[config.mk]
export PLATFORM = sky130hd
export DESIGN_NAME = ascii_numeric_field_parser
export DESIGN_NICKNAME = d
export VERILOG_FILES = /design/src/design/anfp_pkg.sv /design/src/design/ascii_numeric_field_parser.sv
export SDC_FILE = /design/constraint.sdc
export NUM_CORES = 2
export LEC_CHECK = 0
export BUFFER_PORTS_ARGS = -buffer_cell sky130_fd_sc_hd__buf_2
export CAP_MARGIN = 30
export CORE_ASPECT_RATIO = 0.5
export CORE_UTILIZATION = 50
export DETAILED_ROUTE_END_ITERATION = 16
export GPL_TIMING_DRIVEN = 1
export PLACE_DENSITY = 0.71
export SYNTH_ARGS = -nofsm -noshare
export SYNTH_HDL_FRONTEND = slang
export SYNTH_SLANG_ARGS = --single-unit
[constraint.sdc]
create_clock -name clk -period 18 [get_ports clk]
set_input_delay 0.9 -clock clk [delete_from_list [all_inputs] [get_ports clk]]
set_output_delay 0.9 -clock clk [all_outputs]
set_load 0.01 [all_outputs]
[src/design/anfp_pkg.sv]
// package for the ascii numeric field parser: codes, character constants, scale helper
package anfp_pkg;

  localparam int PRICE_DECIMALS_DEF = 4;
  localparam int VALUE_W            = 64;
  localparam int SCALE_W            = 32;  // holds 10**9

  typedef enum logic [1:0] {
    PH_SKIP,
    PH_ACC,
    PH_DISCARD
  } phase_t;

  typedef enum logic [1:0] {
    KIND_UNSIGNED = 2'd0,
    KIND_SIGNED   = 2'd1,
    KIND_PRICE    = 2'd2,
    KIND_UNUSED   = 2'd3
  } kind_t;

  localparam logic [7:0] CH_SPACE = 8'h20;
  localparam logic [7:0] CH_BAR   = 8'h7c;
  localparam logic [7:0] CH_TAB   = 8'h09;
  localparam logic [7:0] CH_LF    = 8'h0a;
  localparam logic [7:0] CH_HASH  = 8'h23;
  localparam logic [7:0] CH_MINUS = 8'h2d;
  localparam logic [7:0] CH_POINT = 8'h2e;
  localparam logic [7:0] CH_ZERO  = 8'h30;
  localparam logic [7:0] CH_NINE  = 8'h39;

  // powers of ten up to 10**9, only called with constant arguments
  function automatic logic [SCALE_W-1:0] pow10(input int n);
    logic [SCALE_W-1:0] r;
    r = SCALE_W'(1);
    for (int i = 0; i < 9; i++) begin
      if (i < n) begin
        r = SCALE_W'(r * SCALE_W'(10));
      end
    end
    return r;
  endfunction

  function automatic logic is_delim(input logic [7:0] c);
    return (c == CH_SPACE) || (c == CH_BAR) || (c == CH_TAB) || (c == CH_LF) ||
           (c == CH_HASH);
  endfunction

endpackage

[src/design/ascii_numeric_field_parser.sv]
// top level: byte-serial ascii decimal field parser with registered result stage
//
// The parser takes one message byte per clock while in_tready is high and updates
// its field state in the same cycle; a field result is written to the output stage on the
// byte that ends the field (delimiter, end of message or a bad character).
// Per-byte work is one shift-add step of three 64-bit accumulators (plain,
// negated and price-scaled), so no multiply is needed when a field closes.
// Results sit in a two-entry output stage (output register plus skid entry),
// so input beats keep flowing while one result waits; in_tready drops only
// when both entries are full. Sustained rate is one byte per cycle while in_tready is high.
module ascii_numeric_field_parser #(
  parameter int PRICE_DECIMALS = anfp_pkg::PRICE_DECIMALS_DEF
) (
  input  logic        clk,
  input  logic        rst_n,
  input  logic        in_tvalid,
  output logic        in_tready,
  input  logic [7:0]  in_tdata,   // [7:0] data_byte
  input  logic [1:0]  in_tuser,   // [1:0] kind
  input  logic        in_tlast,   // end_of_message
  output logic        out_tvalid,
  input  logic        out_tready,
  output logic [63:0] out_tdata,  // [63:0] field_value
  output logic [1:0]  out_tuser   // [0] bad_character, [1] decimals_exceeded
);
  import anfp_pkg::*;

  localparam int DEC_W = $clog2(PRICE_DECIMALS + 2);
  localparam logic [DEC_W-1:0] DEC_MAX = DEC_W'(PRICE_DECIMALS);
  localparam logic [SCALE_W-1:0] INT_SCALE = pow10(PRICE_DECIMALS);

  // field state
  phase_t               phase_r, phase_nxt;
  logic [VALUE_W-1:0]   acc_r, acc_nxt;
  logic [VALUE_W-1:0]   nacc_r, nacc_nxt;
  logic [VALUE_W-1:0]   sacc_r, sacc_nxt;
  logic                 minus_r, minus_nxt;
  logic                 first_r, first_nxt;
  logic                 point_r, point_nxt;
  logic [DEC_W-1:0]     dec_r, dec_nxt;
  logic [1:0]           kind_r, kind_nxt;

  // output stage
  logic                 ov_r, ov_nxt;
  logic                 sv_r, sv_nxt;
  logic [VALUE_W-1:0]   oval_r, oval_nxt, sval_r, sval_nxt;
  logic [1:0]           oflg_r, oflg_nxt, sflg_r, sflg_nxt;

  logic                 in_beat, pop;
  logic [7:0]           c;
  logic                 delim, digit_ok;
  logic [3:0]           digit;

  // working copy of the field (cleared when a new field opens)
  logic [VALUE_W-1:0]   w_acc, w_nacc, w_sacc;
  logic                 w_minus, w_first, w_point;
  logic [DEC_W-1:0]     w_dec;
  logic [1:0]           w_kind;

  logic [SCALE_W-1:0]   dscale;
  logic [SCALE_W+3:0]   dprod;

  logic                 emit;
  logic [VALUE_W-1:0]   res_val;
  logic [1:0]           res_flg;

  assign in_tready = !sv_r;
  assign in_beat   = in_tvalid && in_tready;
  assign pop       = ov_r && out_tready;
  assign c         = in_tdata;
  assign delim     = is_delim(c);
  assign digit_ok  = (c >= CH_ZERO) && (c <= CH_NINE);
  assign digit     = 4'(c - CH_ZERO);

  always_comb begin
    if (phase_r == PH_ACC) begin
      w_acc   = acc_r;
      w_nacc  = nacc_r;
      w_sacc  = sacc_r;
      w_minus = minus_r;
      w_first = first_r;
      w_point = point_r;
      w_dec   = dec_r;
      w_kind  = kind_r;
    end else begin
      w_acc   = '0;
      w_nacc  = '0;
      w_sacc  = '0;
      w_minus = 1'b0;
      w_first = 1'b0;
      w_point = 1'b0;
      w_dec   = '0;
      w_kind  = in_tuser;
    end
  end

  // digit weight for the scaled accumulator
  always_comb begin
    dscale = '0;
    if (!w_point) begin
      dscale = INT_SCALE;
    end else begin
      for (int i = 0; i < PRICE_DECIMALS; i++) begin
        if (w_dec == DEC_W'(i)) begin
          dscale = pow10(PRICE_DECIMALS - 1 - i);
        end
      end
    end
  end

  assign dprod = (SCALE_W + 4)'(digit) * (SCALE_W + 4)'(dscale);

  always_comb begin
    phase_nxt = phase_r;
    acc_nxt   = acc_r;
    nacc_nxt  = nacc_r;
    sacc_nxt  = sacc_r;
    minus_nxt = minus_r;
    first_nxt = first_r;
    point_nxt = point_r;
    dec_nxt   = dec_r;
    kind_nxt  = kind_r;
    emit      = 1'b0;
    res_val   = '0;
    res_flg   = 2'b00;

    if (in_beat) begin
      unique case (phase_r)
        PH_DISCARD: begin
          if (delim || in_tlast) begin
            phase_nxt = PH_SKIP;
            acc_nxt   = '0;
            nacc_nxt  = '0;
            sacc_nxt  = '0;
            minus_nxt = 1'b0;
            first_nxt = 1'b0;
            point_nxt = 1'b0;
            dec_nxt   = '0;
          end
        end
        PH_SKIP, PH_ACC: begin
          if (phase_r == PH_SKIP && c == CH_SPACE) begin
            // message ends inside leading spaces: empty field
            if (in_tlast) begin
              kind_nxt = in_tuser;
              emit     = 1'b1;
            end
          end else begin
            acc_nxt   = w_acc;
            nacc_nxt  = w_nacc;
            sacc_nxt  = w_sacc;
            minus_nxt = w_minus;
            first_nxt = w_first;
            point_nxt = w_point;
            dec_nxt   = w_dec;
            kind_nxt  = w_kind;
            phase_nxt = PH_ACC;

            if (!delim) begin
              first_nxt = 1'b1;
              if (w_kind == KIND_SIGNED && !w_first && c == CH_MINUS) begin
                minus_nxt = 1'b1;
              end else if (w_kind == KIND_PRICE && c == CH_POINT && !w_point) begin
                point_nxt = 1'b1;
              end else if (digit_ok) begin
                acc_nxt  = (w_acc << 3) + (w_acc << 1) + VALUE_W'(digit);
                nacc_nxt = (w_nacc << 3) + (w_nacc << 1) - VALUE_W'(digit);
                sacc_nxt = (w_point ? w_sacc : (w_sacc << 3) + (w_sacc << 1)) +
                           VALUE_W'(dprod);
                if (w_kind == KIND_PRICE && w_point && w_dec <= DEC_MAX) begin
                  dec_nxt = w_dec + DEC_W'(1);
                end
              end else begin
                emit      = 1'b1;
                res_flg   = 2'b01;
                phase_nxt = in_tlast ? PH_SKIP : PH_DISCARD;
              end
            end

            if (!emit && (delim || in_tlast)) begin
              emit      = 1'b1;
              phase_nxt = PH_SKIP;
              if (w_kind == KIND_SIGNED) begin
                res_val = minus_nxt ? nacc_nxt : acc_nxt;
              end else if (w_kind == KIND_PRICE) begin
                if (dec_nxt > DEC_MAX) begin
                  res_flg = 2'b10;
                end else begin
                  res_val = sacc_nxt;
                end
              end else begin
                res_val = acc_nxt;
              end
            end

            if (emit) begin
              acc_nxt   = '0;
              nacc_nxt  = '0;
              sacc_nxt  = '0;
              minus_nxt = 1'b0;
              first_nxt = 1'b0;
              point_nxt = 1'b0;
              dec_nxt   = '0;
            end
          end
        end
        default: begin
          phase_nxt = PH_SKIP;
        end
      endcase
    end
  end

  // two-entry output stage: skid entry fills only while the output waits
  always_comb begin
    ov_nxt   = ov_r;
    sv_nxt   = sv_r;
    oval_nxt = oval_r;
    oflg_nxt = oflg_r;
    sval_nxt = sval_r;
    sflg_nxt = sflg_r;
    if (sv_r) begin
      if (pop) begin
        oval_nxt = sval_r;
        oflg_nxt = sflg_r;
        sv_nxt   = 1'b0;
      end
    end else if (emit && ov_r && !pop) begin
      sval_nxt = res_val;
      sflg_nxt = res_flg;
      sv_nxt   = 1'b1;
    end else if (emit) begin
      oval_nxt = res_val;
      oflg_nxt = res_flg;
      ov_nxt   = 1'b1;
    end else if (pop) begin
      ov_nxt = 1'b0;
    end
  end

  always_ff @(posedge clk) begin
    if (!rst_n) begin
      phase_r <= PH_SKIP;
      acc_r   <= '0;
      nacc_r  <= '0;
      sacc_r  <= '0;
      minus_r <= 1'b0;
      first_r <= 1'b0;
      point_r <= 1'b0;
      dec_r   <= '0;
      kind_r  <= '0;
      ov_r    <= 1'b0;
      sv_r    <= 1'b0;
    end else begin
      phase_r <= phase_nxt;
      acc_r   <= acc_nxt;
      nacc_r  <= nacc_nxt;
      sacc_r  <= sacc_nxt;
      minus_r <= minus_nxt;
      first_r <= first_nxt;
      point_r <= point_nxt;
      dec_r   <= dec_nxt;
      kind_r  <= kind_nxt;
      ov_r    <= ov_nxt;
      sv_r    <= sv_nxt;
    end
  end

  always_ff @(posedge clk) begin
    oval_r <= oval_nxt;
    oflg_r <= oflg_nxt;
    sval_r <= sval_nxt;
    sflg_r <= sflg_nxt;
  end

  assign out_tvalid = ov_r;
  assign out_tdata  = oval_r;
  assign out_tuser  = oflg_r;

endmodule

==> metrics.md <==
| Metric | Value |
|---|---|
| Syn Nets | 5059 |
| Hold WS | 0.4957 ns |
| DR DRC count | 0 |
| Core Area | 69340 um2 |
| Most frequent cell after synthesis | nand2_1 |
| Crit path capture type | flip-flop |
| Clock Sinks | 336 |
| Reg-to-Reg Start | phase_r[0] |
| Total Nets Final | 4949 |
| EDFF count, synth | 132 |
| Final Skew | 0.02547 ns |
| Layout cells sized above 1 | 5.557% |
| Top-level I/O count | 83 |
| CP startpoint kind | flip-flop |
| Async set-or-reset flop fraction in the synthesized netlist | 0% |
| Inserted Clock Buffers | 37 |
| DP Cell Count | 5464 |
| Critical path's slowest cell | buf_12 |
| PwrDens | 48.97 nW/um2 |
| Pin count of the biggest net entering global routing | 227 |
| Yosys cell types | 89 |
| Hold Path Class | reg2reg |
| Die H | 189.7 um |
| Initial Utilization | 50.79% |
| Post-route ant nets | 0 |
| Worst Path Max Fanout | 226 |
| Pins Over Slew Limit | 0 |
| Setup TNS | 0 ns |
| Main synth FF type | dfxtp_1 |
| Post-CTS Setup Repair Bufs | 0 |
| Initial antenna violation count | 3 |
| Routed wire length | 132.6 mm |
| Starting DRC count in detailed routing | 4627 |
| RSZ-0062 raised after global routing | no |
| Largest area contributor in the netlist | ha_1 |
| HPWL Detailed | 98.26 mm |
| CTS max path bufs | 3 |
| Dpl ws | 9.318 ns |
| Synth warn | 0 |
| Vias in the first global route | 32900 |
| Arrival @ worst endpoint | 9.30 ns |
| Final period utilization | 49.34% |
| HP Start | sacc_r[38] |
| Setup-failing EPs final | 0 |
| Rel. slew slack | 27.42% |
| Root Buffer | clkbuf_16 |
| Top cell type's share of synthesized area | 12.01% |
| Tot GR Track Use | 36.10% |
| Placer Congestion | 0.9760 |
| Syn Area/Cell | 7.540 um2 |
| CTS tree | yes |
| Setup ws final | 9.119 ns |
| First-pass GRT wire length | 201.2 mm |
| Setup Crit Path Kind | reg2reg |
| Worst EP required | 18.42 ns |
| Worst-Skew Late Latency | 0.58 ns |
| LEAKAGE | 16.16 nW |
| Post-CTS sizing | 0 |
| CTS clk-pin slew, worst paths | 0.07 ns |
| Vias per cell | 6.526 |
| Mapped Cells | 4671 |
| Die ar. | 71570 um2 |
| Worst VDD drop | 0.00005265 V |
| Synth area leaders | ha_1, dfxtp_1, edfxtp_1 |
| Buf+Inv Stages, Crit Path | 4 |
| Area delta synth->final | 6.480% |
| Cts hold-fix bufs | 0 |
| Flops & latches, synth | 336 |
| Achievable clock frequency | 112.6 MHz |
| DR vias | 36120 |
| CP max stage delay | 0.66 ns |
| FP Rows | 68 |
| Max Cap Viol | 0 |
| DR WL/cell | 23.96 um |
| PortBufs | 82 |
| Crit path from | phase_r[0] |
| Slew @ Worst Pin | 1.085 ns |
| Die width | 377.3 um |
| Synth cell count leaders | nand2_1, a21oi_1, o21ai_0, ha_1, nor2_1 |
| GRT overflow | 0 |
| Post-Synthesis Cell Area | 35220 um2 |
| Layout Cells excl Fill | 5535 |
| Min cycle time layout | 8.881 ns |
| Drt pass-1 iters | 6 |
| # fillers | 6690 |
| Outcome | completed |
| Final Hold Violating Endpoints | 0 |
| Top delay family on crit path | compound AO/OA/AOI/OAI gates |
| H-tree depth | 2 |
| Sequential area share after synthesis | 22.85% |
report_power, final:
group          leakage, nW  internal [mW]  switching, mW
sequential            2.81          0.813         0.0115
clock                0.614          0.470          0.360
combinational         12.7         0.0514          0.131
registers in the layout, summed over array words and instances (netlist names), 2 cells and up:
name and cells:
acc_r 64, dec_r 3, kind_r 2, nacc_r 64
out_tdata 64, out_tuser 2, phase_r 2, sacc_r 64
sflg_r 2, sval_r 64
layout make-up:
type | instances | area, um2 | area share, %
Antenna cell | 1 | 2.502 | 0.006673
Clock buffer | 44 | 993.5 | 2.649
Clock inverter | 23 | 262.8 | 0.7006
Inverter | 249 | 934.6 | 2.492
Multi-Input combinational cell | 3809 | 25270 | 67.39
Sequential cell | 336 | 8049 | 21.46
Tap cell | 945 | 1182 | 3.153
Timing Repair Buffer | 128 | 803.3 | 2.142
metal layers:
metal	track usage, %	up-vias	part of all wire [%]
met5	1.146	-	0.096
met4	8.130	4	2.1
met3	9.537	190	13
met2	49.28	1950	39
met1	55.22	17270	46
li1	-	16710	-
layout by cell type (no fill, tap or decap), types with 35 or more instances in the layout:
master	n
a211oi_1	58
a21o_1	150
a21oi_1	378
a22oi_1	92
a31oi_1	51
and2_1	272
and3_1	57
buf_2	86
buf_4	37
clkbuf_16	38
dfxtp_1	203
edfxtp_1	132
fa_1	35
ha_1	338
inv_1	249
mux2i_1	43
nand2_1	558
nand3_1	78
nand4_1	78
nor2_1	325
nor2b_1	82
nor3_1	71
o211ai_1	40
o21a_1	40
o21ai_0	369
o21bai_1	39
o31ai_1	38
xnor2_1	109
xor2_1	82
worst register-to-register path, stage by stage (launching register included):
cell and delay (ns):
dfxtp_1 0.44, nor2b_4 0.22, buf_12 0.66, nand2_1 0.23, inv_1 0.14, ha_1 0.33, nor3_1 0.17, o21a_1 0.19
and2_1 0.18, fa_1 0.46, fa_1 0.52, inv_1 0.05, fa_1 0.53, inv_1 0.04, ha_1 0.33, o21a_1 0.20
a211oi_1 0.09, o21ai_0 0.40, a221o_1 0.27, a31oi_1 0.17, o21a_1 0.27, nor4_1 0.61, o2111ai_1 0.39, or4_4 0.53
o31a_1 0.34, o31ai_1 0.64, a21oi_1 0.19, o21ai_1 0.15
logic make-up (layout without fill, tap and decap cells):
| family | Yosys count | in the layout | synth area share [%] |
|---|---|---|---|
| buffers and inverters | 526 | 444 | 5.666 |
| xor gates and xnor gates | 191 | 191 | 4.750 |
| muxes | 55 | 55 | 1.634 |
| DFF | 336 | 336 | 22.85 |
| adders and majority gates | 373 | 373 | 14.00 |
| and+or+nand+nor | 1701 | 1701 | 23.88 |
| AOI/OAI and AO/OA | 1489 | 1489 | 27.22 |
| other | 0 | 1 | 0 |
final timing paths:
| kind | endpoint | slack, ns | cells past startpoint |
|---|---|---|---|
| setup / recovery | out_tdata[56] | 9.12 | 27 |
| hold / removal | sacc_r[38] | 0.50 | 2 |
| hold reg to reg | sacc_r[38] | 0.50 | 2 |
| setup reg to reg | out_tdata[56] | 9.12 | 27 |
metrics by stage:
| step | util (%) | instance area [um2] | total power [mW] |
|---|---|---|---|
| CTS | 54.02 | 37460 | 1.825 |
| finish | 54.08 | 37500 | 1.837 |
| global placement | 52.18 | 36180 | 1.014 |
| floorplan | - | 35220 | 0.9420 |
| global route | 54.08 | 37500 | 1.875 |
| detailed placement | 52.21 | 36200 | 1.016 |
Power figures use the tool's default switching activity.
